**config.mk**
```make
export PLATFORM = sky130hd
export DESIGN_NAME = raw_profile_hex_decoder_core
export DESIGN_NICKNAME = d
export VERILOG_FILES = /design/src/hpd_pkg.sv /design/src/hpd_step.sv /design/src/hpd_res_fifo.sv /design/src/raw_profile_hex_decoder_core.sv
export VERILOG_INCLUDE_DIRS = /design/src /design/src/src
export SDC_FILE = /design/constraint.sdc
export NUM_CORES = 1
export LEC_CHECK = 0
export BUFFER_PORTS_ARGS = -buffer_cell sky130_fd_sc_hd__buf_2
export CAP_MARGIN = 20
export CORE_MARGIN = 5
export CORE_UTILIZATION = 25
export DETAILED_ROUTE_END_ITERATION = 10
export SLEW_MARGIN = 30
export SYNTH_ARGS = -nofsm -noshare
export SYNTH_HDL_FRONTEND = slang
export SYNTH_SLANG_ARGS = --single-unit
```
**constraint.sdc**
```tcl
create_clock -name clk -period 5.21 [get_ports clk]
set_input_delay 0.521 -clock clk [delete_from_list [all_inputs] [get_ports clk]]
set_output_delay 0.521 -clock clk [all_outputs]
set_load 0.01 [all_outputs]
```
**src/raw_profile_hex_decoder_core_macros.svh**
```systemverilog
// Assertion helpers for the hex profile decoder.
`ifndef RAW_PROFILE_HEX_DECODER_CORE_MACROS_SVH
`define RAW_PROFILE_HEX_DECODER_CORE_MACROS_SVH

// Same-cycle implication, disabled while in reset.
`define HPD_ASSERT_IMP(lbl, clk, rst_n, ante, cons) \
	lbl: assert property (@(posedge clk) disable iff (!rst_n) (ante) |-> (cons)) \
		else $error("hex profile decoder: same-cycle check failed");

// Next-cycle implication, disabled while in reset.
`define HPD_ASSERT_NXT(lbl, clk, rst_n, ante, cons) \
	lbl: assert property (@(posedge clk) disable iff (!rst_n) (ante) |=> (cons)) \
		else $error("hex profile decoder: next-cycle check failed");

`endif

```
**src/hpd_pkg.sv**
```systemverilog
package hpd_pkg;

	// Width of the declared length and of the byte counter
	localparam int LENGTH_BITS = 24;

	// Result queue geometry
	localparam int FIFO_DEPTH = 4;
	localparam int FIFO_AW = 2;
	localparam int CNT_W = FIFO_AW + 1;

	// Result kinds
	localparam logic [1:0] KIND_DATA = 2'd0;
	localparam logic [1:0] KIND_END = 2'd1;
	localparam logic [1:0] KIND_ERROR = 2'd2;

	// Error codes
	localparam logic [1:0] ERR_NO_LEAD = 2'd0;
	localparam logic [1:0] ERR_NO_NAME_END = 2'd1;
	localparam logic [1:0] ERR_NO_LEN_END = 2'd2;
	localparam logic [1:0] ERR_BAD_LEN = 2'd3;

	// Characters
	localparam logic [7:0] CH_LF = 8'h0A;
	localparam logic [7:0] CH_TAB = 8'h09;
	localparam logic [7:0] CH_VT = 8'h0B;
	localparam logic [7:0] CH_FF = 8'h0C;
	localparam logic [7:0] CH_CR = 8'h0D;
	localparam logic [7:0] CH_SPACE = 8'h20;
	localparam logic [7:0] CH_PLUS = 8'h2B;
	localparam logic [7:0] CH_0 = 8'h30;
	localparam logic [7:0] CH_9 = 8'h39;
	localparam logic [7:0] CH_UA = 8'h41;
	localparam logic [7:0] CH_UF = 8'h46;
	localparam logic [7:0] CH_LA = 8'h61;
	localparam logic [7:0] CH_LF_HEX = 8'h66;

	typedef enum logic [2:0] {
		PH_LEAD,
		PH_NAME,
		PH_LEN_PRE,
		PH_LEN_NUM,
		PH_DATA,
		PH_DONE
	} phase_t;

	typedef struct packed {
		phase_t phase;
		logic [LENGTH_BITS-1:0] declared_length;
		logic has_digit;
		logic digits_closed;
		logic [LENGTH_BITS-1:0] bytes_emitted;
		logic [3:0] high_nibble;
		logic nibble_held;
	} dec_state_t;

	localparam dec_state_t STATE_RESET = '{
		phase: PH_LEAD,
		declared_length: '0,
		has_digit: 1'b0,
		digits_closed: 1'b0,
		bytes_emitted: '0,
		high_nibble: 4'd0,
		nibble_held: 1'b0
	};

	typedef struct packed {
		logic [1:0] kind;
		logic [7:0] data_byte;
		logic complete;
		logic [1:0] error_code;
		logic last;
	} res_t;

	// Results raised by one character: count 0..2, first in r0
	typedef struct packed {
		logic [1:0] cnt;
		res_t r0;
		res_t r1;
	} push_t;

	function automatic logic is_digit(input logic [7:0] c);
		return (c >= CH_0) && (c <= CH_9);
	endfunction

	function automatic logic is_blank(input logic [7:0] c);
		return (c == CH_SPACE) || (c == CH_TAB) || (c == CH_VT) ||
			(c == CH_FF) || (c == CH_CR);
	endfunction

	// Hex decode: bit 4 flags a hex digit, bits 3:0 its value
	function automatic logic [4:0] hex_nibble(input logic [7:0] c);
		logic [7:0] d;
		d = 8'd0;
		if ((c >= CH_0) && (c <= CH_9)) begin
			d = c - CH_0;
			return {1'b1, d[3:0]};
		end else if ((c >= CH_LA) && (c <= CH_LF_HEX)) begin
			d = c - CH_LA + 8'd10;
			return {1'b1, d[3:0]};
		end else if ((c >= CH_UA) && (c <= CH_UF)) begin
			d = c - CH_UA + 8'd10;
			return {1'b1, d[3:0]};
		end
		return 5'd0;
	endfunction

endpackage

```
**src/hpd_step.sv**
```systemverilog
module hpd_step (
	input hpd_pkg::dec_state_t st,
	input logic [7:0] char_code,
	input logic end_of_text,
	output hpd_pkg::dec_state_t nxt,
	output hpd_pkg::push_t push
);
	import hpd_pkg::*;

	localparam logic [LENGTH_BITS-1:0] LEN_MAX = '1;

	phase_t phase_mid;
	logic [4:0] hex;
	logic [LENGTH_BITS-1:0] bytes_inc;
	logic [LENGTH_BITS+3:0] len_x10;
	logic [LENGTH_BITS-1:0] len_digit;
	logic [7:0] digit_val;
	phase_t line_end_phase;

	assign hex = hex_nibble(char_code);
	assign bytes_inc = LENGTH_BITS'(st.bytes_emitted + 1'b1);
	assign digit_val = char_code - CH_0;

	// Append one decimal digit, saturating at the maximum length
	assign len_x10 = {1'b0, st.declared_length, 3'b000} + {3'b000, st.declared_length, 1'b0}
		+ {{(LENGTH_BITS){1'b0}}, digit_val[3:0]};
	assign len_digit = (len_x10 > {4'd0, LEN_MAX}) ? LEN_MAX : len_x10[LENGTH_BITS-1:0];

	// Where the length line's newline leads
	assign line_end_phase = (!st.has_digit || (st.declared_length == '0)) ? PH_DONE : PH_DATA;

	// Next state
	always_comb begin
		nxt = st;
		case (st.phase)
			PH_LEAD: begin
				nxt.phase = (char_code == CH_LF) ? PH_NAME : PH_DONE;
			end
			PH_NAME: begin
				if (char_code == CH_LF) nxt.phase = PH_LEN_PRE;
			end
			PH_LEN_PRE: begin
				if (char_code == CH_LF) begin
					nxt.phase = line_end_phase;
				end else if (is_blank(char_code)) begin
					nxt.phase = PH_LEN_PRE;
				end else if (char_code == CH_PLUS) begin
					nxt.phase = PH_LEN_NUM;
				end else if (is_digit(char_code)) begin
					nxt.declared_length = len_digit;
					nxt.has_digit = 1'b1;
					nxt.phase = PH_LEN_NUM;
				end else begin
					nxt.digits_closed = 1'b1;
					nxt.phase = PH_LEN_NUM;
				end
			end
			PH_LEN_NUM: begin
				if (char_code == CH_LF) begin
					nxt.phase = line_end_phase;
				end else if (is_digit(char_code) && !st.digits_closed) begin
					nxt.declared_length = len_digit;
					nxt.has_digit = 1'b1;
				end else begin
					nxt.digits_closed = 1'b1;
				end
			end
			PH_DATA: begin
				if (hex[4]) begin
					if (!st.nibble_held) begin
						nxt.high_nibble = hex[3:0];
						nxt.nibble_held = 1'b1;
					end else begin
						nxt.high_nibble = 4'd0;
						nxt.nibble_held = 1'b0;
						nxt.bytes_emitted = bytes_inc;
						if (bytes_inc >= st.declared_length) nxt.phase = PH_DONE;
					end
				end
			end
			default: begin
				nxt.phase = st.phase;
			end
		endcase
		phase_mid = nxt.phase;
		// Start over after the final character
		if (end_of_text) nxt = STATE_RESET;
	end

	// Results: those of the character first, then the end-of-text one
	always_comb begin
		res_t r [2];
		logic [1:0] cnt;
		res_t end_res;
		r[0] = '0;
		r[1] = '0;
		cnt = 2'd0;
		end_res = '0;
		case (st.phase)
			PH_LEAD: begin
				if (char_code != CH_LF) begin
					r[cnt[0]] = '{kind: KIND_ERROR, data_byte: 8'd0, complete: 1'b0,
						error_code: ERR_NO_LEAD, last: 1'b1};
					cnt = cnt + 2'd1;
				end
			end
			PH_LEN_PRE, PH_LEN_NUM: begin
				if (char_code == CH_LF) begin
					if (!st.has_digit) begin
						r[cnt[0]] = '{kind: KIND_ERROR, data_byte: 8'd0, complete: 1'b0,
							error_code: ERR_BAD_LEN, last: 1'b1};
						cnt = cnt + 2'd1;
					end else if (st.declared_length == '0) begin
						r[cnt[0]] = '{kind: KIND_END, data_byte: 8'd0, complete: 1'b1,
							error_code: ERR_NO_LEAD, last: 1'b1};
						cnt = cnt + 2'd1;
					end
				end
			end
			PH_DATA: begin
				if (hex[4] && st.nibble_held) begin
					r[cnt[0]] = '{kind: KIND_DATA, data_byte: {st.high_nibble, hex[3:0]},
						complete: 1'b0, error_code: ERR_NO_LEAD, last: 1'b0};
					cnt = cnt + 2'd1;
					if (bytes_inc >= st.declared_length) begin
						r[cnt[0]] = '{kind: KIND_END, data_byte: 8'd0, complete: 1'b1,
							error_code: ERR_NO_LEAD, last: 1'b1};
						cnt = cnt + 2'd1;
					end
				end
			end
			default: begin
				cnt = 2'd0;
			end
		endcase
		if (end_of_text) begin
			case (phase_mid)
				PH_NAME: begin
					end_res = '{kind: KIND_ERROR, data_byte: 8'd0, complete: 1'b0,
						error_code: ERR_NO_NAME_END, last: 1'b1};
					r[cnt[0]] = end_res;
					cnt = cnt + 2'd1;
				end
				PH_LEN_PRE, PH_LEN_NUM: begin
					end_res = '{kind: KIND_ERROR, data_byte: 8'd0, complete: 1'b0,
						error_code: ERR_NO_LEN_END, last: 1'b1};
					r[cnt[0]] = end_res;
					cnt = cnt + 2'd1;
				end
				PH_DATA: begin
					end_res = '{kind: KIND_END, data_byte: 8'd0, complete: 1'b0,
						error_code: ERR_NO_LEAD, last: 1'b1};
					r[cnt[0]] = end_res;
					cnt = cnt + 2'd1;
				end
				default: begin
					end_res = '0;
				end
			endcase
		end
		push.cnt = cnt;
		push.r0 = r[0];
		push.r1 = r[1];
	end

endmodule

```
**src/hpd_res_fifo.sv**
```systemverilog
module hpd_res_fifo (
	input logic clk,
	input logic arst_n,
	input hpd_pkg::push_t push,
	input logic pop,
	output logic room,
	output logic out_valid,
	output hpd_pkg::res_t out_res
);
	import hpd_pkg::*;

	res_t mem_q [FIFO_DEPTH];
	logic [FIFO_AW-1:0] wr_q;
	logic [FIFO_AW-1:0] rd_q;
	logic [CNT_W-1:0] count_q;
	logic [FIFO_AW-1:0] wr_next1;

	assign wr_next1 = FIFO_AW'(wr_q + 1'b1);

	// Store up to two results a cycle
	always_ff @(posedge clk) begin
		if (push.cnt != 2'd0) mem_q[wr_q] <= push.r0;
		if (push.cnt == 2'd2) mem_q[wr_next1] <= push.r1;
	end

	// Advance pointers and fill count
	always_ff @(posedge clk or negedge arst_n) begin
		if (!arst_n) begin
			wr_q <= '0;
			rd_q <= '0;
			count_q <= '0;
		end else begin
			wr_q <= FIFO_AW'(wr_q + push.cnt);
			if (pop) rd_q <= FIFO_AW'(rd_q + 1'b1);
			count_q <= CNT_W'(count_q + CNT_W'(push.cnt) - CNT_W'(pop));
		end
	end

	// Room for the worst case of two results
	assign room = count_q <= CNT_W'(FIFO_DEPTH - 2);
	assign out_valid = count_q != '0;
	assign out_res = mem_q[rd_q];

endmodule

```
**src/raw_profile_hex_decoder_core.sv**
```systemverilog
// Channel   Dir  tdata                                       tuser      tlast
// s_axis    in   [7:0] char_code                             -          end_of_text
// m_axis    out  [7:0] data_byte, [8] complete,              [1:0] kind last
//                [10:9] error_code, [15:11] zero
//
// One character is taken per cycle; the step logic sits between the input
// register and a four-word result queue.
// A character yields at most two words (a final byte with its end marker, or
// a byte with the short end marker); the output offers them one at a time.
// Input stalls only while the queue holds more than two words.
// arst_n clears the queue and puts the parser back to expecting the newline.
// A taken character waits in the input register until the queue has room;
// then its words are written into the queue, and its first word is offered
// once the words ahead of it have left.
`include "raw_profile_hex_decoder_core_macros.svh"

module raw_profile_hex_decoder_core (
	input logic clk,
	input logic arst_n,
	input logic s_axis_tvalid,
	output logic s_axis_tready,
	input logic [7:0] s_axis_tdata, // [7:0] char_code
	input logic s_axis_tlast,
	output logic m_axis_tvalid,
	input logic m_axis_tready,
	output logic [15:0] m_axis_tdata, // [7:0] data_byte, [8] complete, [10:9] error_code
	output logic [1:0] m_axis_tuser, // [1:0] kind
	output logic m_axis_tlast
);
	import hpd_pkg::*;

	logic valid_s1;
	logic [7:0] char_s1;
	logic eot_s1;
	logic adv;
	logic room;
	dec_state_t state_q;
	dec_state_t state_next;
	push_t step_push;
	push_t fifo_push;
	res_t out_res;

	// Step the character in the input register when the queue has room
	assign adv = valid_s1 && room;
	assign s_axis_tready = !valid_s1 || adv;

	// Input register
	always_ff @(posedge clk or negedge arst_n) begin
		if (!arst_n) begin
			valid_s1 <= 1'b0;
		end else if (s_axis_tready) begin
			valid_s1 <= s_axis_tvalid;
		end
	end

	always_ff @(posedge clk) begin
		if (s_axis_tvalid && s_axis_tready) begin
			char_s1 <= s_axis_tdata;
			eot_s1 <= s_axis_tlast;
		end
	end

	hpd_step u_step (
		.st(state_q),
		.char_code(char_s1),
		.end_of_text(eot_s1),
		.nxt(state_next),
		.push(step_push)
	);

	// Parser state
	always_ff @(posedge clk or negedge arst_n) begin
		if (!arst_n) begin
			state_q <= STATE_RESET;
		end else if (adv) begin
			state_q <= state_next;
		end
	end

	// Drop the results unless the character is stepped
	always_comb begin
		fifo_push = step_push;
		if (!adv) fifo_push.cnt = 2'd0;
	end

	hpd_res_fifo u_fifo (
		.clk(clk),
		.arst_n(arst_n),
		.push(fifo_push),
		.pop(m_axis_tvalid && m_axis_tready),
		.room(room),
		.out_valid(m_axis_tvalid),
		.out_res(out_res)
	);

	// Pack the output word
	assign m_axis_tdata = {5'd0, out_res.error_code, out_res.complete, out_res.data_byte};
	assign m_axis_tuser = out_res.kind;
	assign m_axis_tlast = out_res.last;

	`HPD_ASSERT_NXT(a_eot_restarts, clk, arst_n, adv && eot_s1, state_q.phase == PH_LEAD)
	`HPD_ASSERT_IMP(a_done_silent, clk, arst_n, valid_s1 && (state_q.phase == PH_DONE), step_push.cnt == 2'd0)
	`HPD_ASSERT_IMP(a_second_is_last, clk, arst_n, step_push.cnt == 2'd2, step_push.r1.last && !step_push.r0.last)

endmodule
```
Yosys cells after proc, flatten, opt, wreduce, memory -nomap -nowiden
Memory sizes are Yosys's and may differ from the RTL's.
Cells that the tools add are included.
{"block": "totals", "ff_bits": 75, "mem_bits_rw": 56, "inputBits": 13, "output_inout_bits": 21, "word_cells": 165, "mem_count": 1}
{"memory": "u_fifo.mem_q", "words": 4, "width": 14, "rd": 1, "rd_ports_with_merged_regs": 0, "write_ports": 2, "line_no": "hpd_res_fifo.sv:12", "rtl": "res_t mem_q [FIFO_DEPTH];"}
{"block": "classes", "add_sub_neg": 14, "n_lt_le_gt_ge": 11, "n_eq_ne": 25, "n_mux": 58, "bitwise": 10, "n_reduce_logical": 33}
{"cell": "$mux W26", "count": 5}
{"cell": "$pmux W28 S3", "count": 1}
{"cell": "$mux W14", "count": 5}
{"cell": "$mux W29", "count": 2}
{"cell": "$mux W58", "count": 1}
{"cell": "$pmux W26 S2", "count": 1}
{"cell": "$mux W25", "count": 2}
{"cell": "$mux W24", "count": 2}
{"cell": "$and A22 B22 Y22", "count": 2}
{"cell": "$not A22 Y22", "count": 2}
{"cell": "$pmux W14 S3", "count": 1}
{"cell": "$eq A8 B4 Y1 const B", "count": 5}
{"cell": "$add A27 B25 Y28", "count": 1}
{"cell": "$add A28 B4 Y28", "count": 1}
{"cell": "$gt A28 B24 Y1 const B", "count": 1}
{"cell": "$mux W28", "count": 1}
{"cell": "$mux W13", "count": 2}
{"cell": "$mux W5", "count": 5}
{"cell": "$add A24 B1 Y24 const B", "count": 1}
{"cell": "$and A24 B24 Y24", "count": 1}
{"cell": "$ge A24 B24 Y1", "count": 1}
{"cell": "$logic_not A24 Y1", "count": 1}
{"cell": "$not A24 Y24", "count": 1}
{"cell": "$mux W3", "count": 7}
{"cell": "other kinds (40)", "count": 99}

Depth between registers and ports, before layout
{"block": "depth", "word_depth": 18, "ltp_mapped": 21, "depth_no_buf": 19}

Cells and area by module
Synthesis repeated with hierarchy kept, for this count alone.
{"block": "unflattened", "cells_unflattened": 960, "hier_area_um2": 10206.0}
{"module": "hpd_step", "instances": 1, "cells_per_inst": 640, "area_per_inst_um2": 4350.4, "seq_area_each_um2": 0.0}
{"module": "hpd_res_fifo", "instances": 1, "cells_per_inst": 175, "area_per_inst_um2": 3249.4, "seq_area_each_um2": 1856.8}
{"module": "raw_profile_hex_decoder_core", "instances": 1, "cells_per_inst": 145, "area_per_inst_um2": 2606.2, "seq_area_each_um2": 1746.7}

Worst setup path before layout
No wires, ideal clock.
{"block": "synth_timing", "path_kind": "flip-flop to flip-flop", "start": "register state_q[7] (netlist name)", "end": "memory u_fifo.mem_q[1][0] (netlist name) (enable)", "setup_time_ns": 0.387, "t_arrival_ns": 4.849, "required_time_ns": 4.823, "path_slack_ns": -0.026, "path_stages_with_launch": 16, "path_buffers": 1, "synth_period_minus_slack_ns": 5.236, "cell_sequence": "dfrtp_1 nand3_1 nor4_1 nand3_1 or2_2 xnor2_1 ha_1 nand4_1 or4_1 a211oi_1 o21ai_1 buf_2 ha_1 o221ai_2 a211o_1 o21ai_1"}
{"element": "start, declared", "line_no": "raw_profile_hex_decoder_core.sv:37", "rtl": "dec_state_t state_q;"}
{"element": "start signal, assigned", "line_no": "raw_profile_hex_decoder_core.sv:76", "rtl": "state_q <= state_next;"}
{"element": "end, declared", "line_no": "hpd_res_fifo.sv:12"}

Final worst setup path
{"block": "layout_timing", "start": "register state_q[7] (netlist name)", "end": "register u_fifo.count_q[2]"}
{"block": "layout_between", "elab_chain_cells": 13, "elab_cells_between_ends": 20, "cone_classes": "add/sub (4); order compare (1); eq/ne (4); mux (10); reduce/logical (1)"}
{"element": "$add A24 B1 Y24 *", "line_no": "hpd_step.sv:21", "rtl": "assign bytes_inc = LENGTH_BITS'(st.bytes_emitted + 1'b1);"}
{"element": "$ge A24 B24 Y1 *", "line_no": "hpd_step.sv:77, hpd_step.sv:125"}
{"element": "$mux W3", "line_no": "hpd_step.sv:77", "rtl": "if (bytes_inc >= st.declared_length) nxt.phase = PH_DONE;"}
{"element": "$mux W3", "line_no": "hpd_step.sv:70", "rtl": "if (!st.nibble_held) begin"}
{"element": "$mux W3", "line_no": "hpd_step.sv:69", "rtl": "if (hex[4]) begin"}
{"element": "$pmux W3 S5", "line_no": "hpd_step.sv:35", "rtl": "case (st.phase)"}
{"element": "$eq A3 B1 Y1, or another cell as far along"}
{"element": "$reduce_or A4 Y1 (no source line)"}
{"element": "$mux W2"}
{"element": "$mux W2 *", "line_no": "hpd_step.sv:136", "rtl": "if (end_of_text) begin"}
{"element": "$mux W2 *", "line_no": "raw_profile_hex_decoder_core.sv:83", "rtl": "if (!adv) fifo_push.cnt = 2'd0;"}
{"element": "$add A3 B2 Y3 *", "line_no": "hpd_res_fifo.sv:35", "rtl": "count_q <= CNT_W'(count_q + CNT_W'(push.cnt) - CNT_W'(pop));"}
{"element": "$sub A3 B1 Y3 *", "line_no": "hpd_res_fifo.sv:35"}
{"element": "end signal, assigned", "line_no": "hpd_res_fifo.sv:35"}
{"element": "end, declared", "line_no": "hpd_res_fifo.sv:15", "rtl": "logic [CNT_W-1:0] count_q;"}
Every way passes the cells marked *; elsewhere a longest branch is shown, timed or not.
A chain may end at the register's enable or synchronous reset.

==> flow_results.xml <==
<?xml version="1.0" encoding="UTF-8"?>
<metrics>
  <group name="final_layout">
    <metric name="design_area" unit="sq um">9920</metric>
    <metric name="post-route-util" unit="%">29.4</metric>
    <metric name="nNetsFinal" unit="">976</metric>
    <metric name="flow.area_growth_from_synthesis" unit="%">15.8</metric>
    <metric name="antennaDiodeCount" unit="">0</metric>
    <metric name="fraction_of_final_layout_cells_sized_beyond_drive_strength_1" unit="%">12.8</metric>
  </group>
  <group name="yosys">
    <metric name="ys_seq_elements" unit="">131</metric>
    <metric name="share_of_synthesized_area_spent_on_multiplexers" unit="%">4.31</metric>
    <metric name="count_of_flip_flops_with_a_built_in_enable_after_synthesis" unit="">65</metric>
    <metric name="post_synth_inst_count" unit="">843</metric>
    <metric name="ys_warn_count" unit="">0</metric>
    <metric name="synth-xor-area-share" unit="%">4.91</metric>
    <metric name="syn-mean-instance-area" unit="sq um">10.2</metric>
    <metric name="ys_types" unit="">68</metric>
    <metric name="yosys.area_share.simple" unit="%">13.9</metric>
    <metric name="seq_area_frac_synth" unit="%">42.1</metric>
    <metric name="netlist_area" unit="sq um">8570</metric>
    <metric name="synthFlopType" unit="">dfrtp_1</metric>
    <metric name="synth_fa_ha_area_share" unit="%">12.8</metric>
    <metric name="largest_family_of_logic_cells_by_synthesized_area" unit="">compound AO/OA/AOI/OAI gates</metric>
    <metric name="share_of_flip_flops_with_an_asynchronous_set_or_reset" unit="%">50.4</metric>
    <metric name="synth_compound_area_share" unit="%">18.3</metric>
  </group>
  <group name="pwr">
    <metric name="power_density_of_the_placed_cells" unit="nW/um^2">573</metric>
    <metric name="leakagePower" unit="nW">4.10</metric>
    <metric name="p_sw" unit="W">0.00240</metric>
    <metric name="power.combinational.fraction" unit="%">47.8</metric>
    <metric name="ir_drop" unit="mV">0.220</metric>
    <metric name="p_int" unit="W">0.00329</metric>
    <metric name="clkPwrFrac" unit="%">23.0</metric>
    <metric name="sequentialPowerShare" unit="%">29.2</metric>
    <metric name="power_switching_share" unit="%">42.2</metric>
  </group>
  <group name="worst_setup_path">
    <metric name="timing.critical_path.required" unit="ns">5.53</metric>
    <metric name="crit_top_cell" unit="">ha_1</metric>
    <metric name="cp.arrival" unit="ns">5.14</metric>
    <metric name="crit_chain" unit="">and4_1 -&gt; nand3_1 -&gt; nor3_1 -&gt; and2_1 -&gt; nand4_1 -&gt; xnor2_1 -&gt; ha_1 -&gt; nand4_1 -&gt; or4_1 -&gt; a211oi_2 -&gt; o21ai_1 -&gt; ha_1 -&gt; o21ai_0 -&gt; a21o_1 -&gt; ha_1 -&gt; inv_1 -&gt; fa_1 -&gt; xnor2_1</metric>
    <metric name="critical-path-slowest-cell" unit="">or4_1</metric>
    <metric name="critPathMaxStageDelay" unit="ns">0.62</metric>
    <metric name="worst_r2r_path_depth" unit="">18</metric>
    <metric name="worstPathBufferInverterCount" unit="">1</metric>
    <metric name="cp-end-kind" unit="">flop</metric>
    <metric name="cpLargestDelayFamily" unit="">simple AND/OR/NAND/NOR gates</metric>
    <metric name="critical_path.reg2reg.endpoint" unit="">u_fifo.count_q[2]</metric>
    <metric name="reg2reg_from" unit="">state_q[7]</metric>
    <metric name="regToRegSetupSlack" unit="ns">0.39</metric>
    <metric name="crit_type" unit="">flop to flop</metric>
    <metric name="critical_path_peak_fanout" unit="">7</metric>
    <metric name="setup.worst_path.start_class" unit="">flop</metric>
  </group>
  <group name="global_routing">
    <metric name="grt_pass1_vias" unit="">6544</metric>
    <metric name="grt_use_total" unit="%">11.2</metric>
    <metric name="antenna_violations_before_repair" unit="">0</metric>
    <metric name="global_route.usage.met3" unit="%">2.14</metric>
    <metric name="grt-ovfl-total" unit="">0</metric>
    <metric name="grt_max_degree" unit="">67</metric>
    <metric name="global_route.usage.met1" unit="%">14.6</metric>
    <metric name="grt_first_pass_wirelength" unit="um">34900</metric>
    <metric name="grt_use_met2" unit="%">19.3</metric>
    <metric name="globalRoute.busiestLayer" unit="">met2</metric>
  </group>
  <group name="route">
    <metric name="drc_errors" unit="">0</metric>
    <metric name="via_count" unit="">6569</metric>
    <metric name="initialDrtViolationCount" unit="">438</metric>
    <metric name="dr_wl_cell" unit="um">15.9</metric>
    <metric name="drt-pass1-iter-count" unit="">5</metric>
    <metric name="detail-route-antenna-nets" unit="">0</metric>
    <metric name="drt-vias-per-instance" unit="">4.91</metric>
    <metric name="routed_wirelength" unit="um">21300</metric>
  </group>
  <group name="min_path">
    <metric name="worst_hold_path_type" unit="">input port to asynchronous set/reset pin</metric>
  </group>
  <group name="die">
    <metric name="die-area" unit="sq um">38100</metric>
    <metric name="num_io_pins" unit="">34</metric>
    <metric name="die_x" unit="um">195</metric>
    <metric name="chipHeight" unit="um">195</metric>
    <metric name="starting_utilization_of_the_core_area" unit="%">25.4</metric>
    <metric name="core_area" unit="sq um">33700</metric>
    <metric name="floorplan.rows" unit="">67</metric>
  </group>
  <group name="place">
    <metric name="dp.final_hpwl" unit="um">15600</metric>
    <metric name="placed_area" unit="sq um">9260</metric>
    <metric name="place_congestion" unit="">0.780</metric>
    <metric name="place.port_buffers" unit="">28</metric>
  </group>
  <group name="clock_tree">
    <metric name="clk-insertion-delay-late" unit="ns">0.43</metric>
    <metric name="cts_max_level" unit="">4</metric>
    <metric name="clock-sinks" unit="">131</metric>
    <metric name="cts_resized" unit="">0</metric>
    <metric name="post_cts_buffers" unit="">0</metric>
    <metric name="cts_tree" unit="">built</metric>
    <metric name="clock_buffer_count_from_cts" unit="">17</metric>
    <metric name="cts_hold_buffers" unit="">0</metric>
    <metric name="clockRootBuffer" unit="">clkbuf_16</metric>
    <metric name="path_clk_slew" unit="ns">0.07</metric>
    <metric name="clock_tree.buffer_depth" unit="">2</metric>
  </group>
  <group name="sta">
    <metric name="worst_slew_pin_slew" unit="ns">0.818</metric>
    <metric name="timing.max_slew.rel_slack" unit="%">44.7</metric>
    <metric name="fin_setup_tns" unit="ns">0</metric>
    <metric name="finalCriticalPeriod" unit="ns">4.82</metric>
    <metric name="final-max-slew-violation-count" unit="">0</metric>
    <metric name="hold_violations" unit="">0</metric>
    <metric name="clock-skew-final" unit="ns">0.0120</metric>
    <metric name="unrepaired_setup_endpoints_after_global_routing" unit="">false</metric>
    <metric name="finalSetupViolations" unit="">0</metric>
    <metric name="max_freq" unit="MHz">207</metric>
    <metric name="period_share" unit="%">92.6</metric>
  </group>
  <group name="flow_run">
    <metric name="cap_viol_max_count" unit="">0</metric>
  </group>
  <group name="outcome">
    <metric name="status" unit="">completed</metric>
  </group>
</metrics>
==> placed cells by master (no fill, tap or decap), types with 8 or more instances in the layout <==
master and instances:
dfrtp_1 65, ha_1 83, inv_1 46, nand4_1 11, a22o_1 17, clkbuf_16 17
nor4_1 8, xnor2_1 28, o21ai_0 39, mux4_2 14, nor2_1 83, edfxtp_1 65
a21oi_1 41, buf_2 28, o21ai_1 15, nand3_1 22, xor2_1 20, o211ai_1 12
a21o_1 14, buf_4 14, a31oi_1 23, nand2b_1 9, o22ai_1 8, nand2_1 64
and3_1 8, a211o_1 9
==> cell usage after synthesis, types with 3 or more instances <==
| cell type | instances | area (sq um) |
|---|---|---|
| o31ai_1 | 5 | 37.5 |
| buf_2 | 3 | 15.0 |
| a21oi_1 | 41 | 205 |
| a211oi_1 | 4 | 30.0 |
| a31oi_1 | 23 | 144 |
| a221oi_1 | 3 | 26.3 |
| o21ai_1 | 15 | 75.1 |
| clkbuf_1 | 23 | 86.3 |
| nor3_1 | 8 | 40.0 |
| a22o_1 | 17 | 149 |
| o21ai_0 | 40 | 200 |
| a21o_1 | 14 | 105 |
| edfxtp_1 | 65 | 1950 |
| ha_1 | 83 | 1040 |
| and2_1 | 4 | 25.0 |
| mux4_2 | 14 | 315 |
| nand3_1 | 22 | 110 |
| nor3b_1 | 4 | 30.0 |
| o21bai_1 | 3 | 22.5 |
| a211o_1 | 9 | 78.8 |
| o211ai_1 | 12 | 90.1 |
| nand2_1 | 64 | 240 |
| fa_1 | 3 | 60.1 |
| buf_4 | 5 | 37.5 |
| nand4_1 | 11 | 68.8 |
| o31a_1 | 3 | 26.3 |
| nor2_1 | 83 | 312 |
| nand2b_1 | 9 | 56.3 |
| or2_2 | 5 | 31.3 |
| xor2_1 | 20 | 175 |
| and3_1 | 8 | 50.1 |
| o221ai_1 | 7 | 61.3 |
| nor2b_1 | 4 | 25.0 |
| o22ai_1 | 8 | 50.1 |
| or3_1 | 6 | 37.5 |
| inv_1 | 46 | 173 |
| nor4_1 | 9 | 56.3 |
| o21a_1 | 5 | 37.5 |
| xnor2_1 | 28 | 245 |
| dfrtp_1 | 66 | 1650 |
| mux2_2 | 3 | 33.8 |
| a21oi_2 | 4 | 35.0 |
==> cells by family (layout without fill, tap and decap cells) <==
| family | after synthesis | after routing |
|---|---|---|
| simple gates | 248 | 248 |
| fa+ha+maj | 86 | 86 |
| mux | 19 | 19 |
| flops | 131 | 131 |
| compound gates | 232 | 232 |
| xor+xnor | 48 | 48 |
| buf+inv | 78 | 121 |
| other cells | 1 | 5 |
==> how the worst max path moves through the flow <==
stage               start           endpoint  slack [ns]  depth (start not counted)
2_1_floorplan  state_q[7]  u_fifo.count_q[2]        0.02                         18
3_3_place_gp   state_q[7]  u_fifo.count_q[2]        0.42                         17
3_5_place_dp   state_q[7]  u_fifo.count_q[2]        0.29                         17
4_1_cts        state_q[7]  u_fifo.count_q[2]        0.29                         17
5_1_grt        state_q[7]  u_fifo.count_q[2]        0.04                         18
6_report       state_q[7]  u_fifo.count_q[2]        0.39                         18
==> metrics by stage <==
stage	total power (W)	hold slack [ns]	std cells	worst slack (ns)
final	0.00569	0.202	1338	0.388
after detailed placement	0.00441	0.488	1306	0.290
after floorplan	0.00367	0.225	847	0.0213
after CTS	0.00573	0.257	1338	0.293
after global routing	0.00617	0.254	1338	0.0360
after global placement	0.00435	0.485	1306	0.420
==> layout make-up <==
| class | count | area (sq um) |
|---|---|---|
| Tap cell | 448 | 561 |
| Multi-Input combinational cell | 638 | 4680 |
| Sequential cell | 131 | 3600 |
| Timing Repair Buffer | 43 | 256 |
| Clock inverter | 14 | 201 |
| Clock buffer | 18 | 439 |
| Inverter | 46 | 173 |
| Fill cell | 3489 | 23800 |
==> registers in the layout, summed over array words and instances, names as in the netlist <==
signal,count
char_s1,8
u_fifo.count_q,3
valid_s1,1
eot_s1,1
state_q,58
u_fifo.wr_q,2
u_fifo.mem_q,56
u_fifo.rd_q,2
==> per-layer routing <==
metal | vias up | share of wire [%]
li1 | 3220 | -
met5 | - | 0
met4 | 0 | 1.3
met2 | 118 | 49
met3 | 26 | 3.8
met1 | 3205 | 46
==> power groups by stage <==
stage	registers (W)	logic, W	clock network (W)
2_1_floorplan	0.00150	0.00217	0
3_3_place_gp	0.00168	0.00267	0
3_5_place_dp	0.00169	0.00272	0
4_1_cts	0.00167	0.00274	0.00132
5_1_grt	0.00171	0.00309	0.00137
6_report	0.00166	0.00272	0.00131
Power figures use the tool's default switching activity.
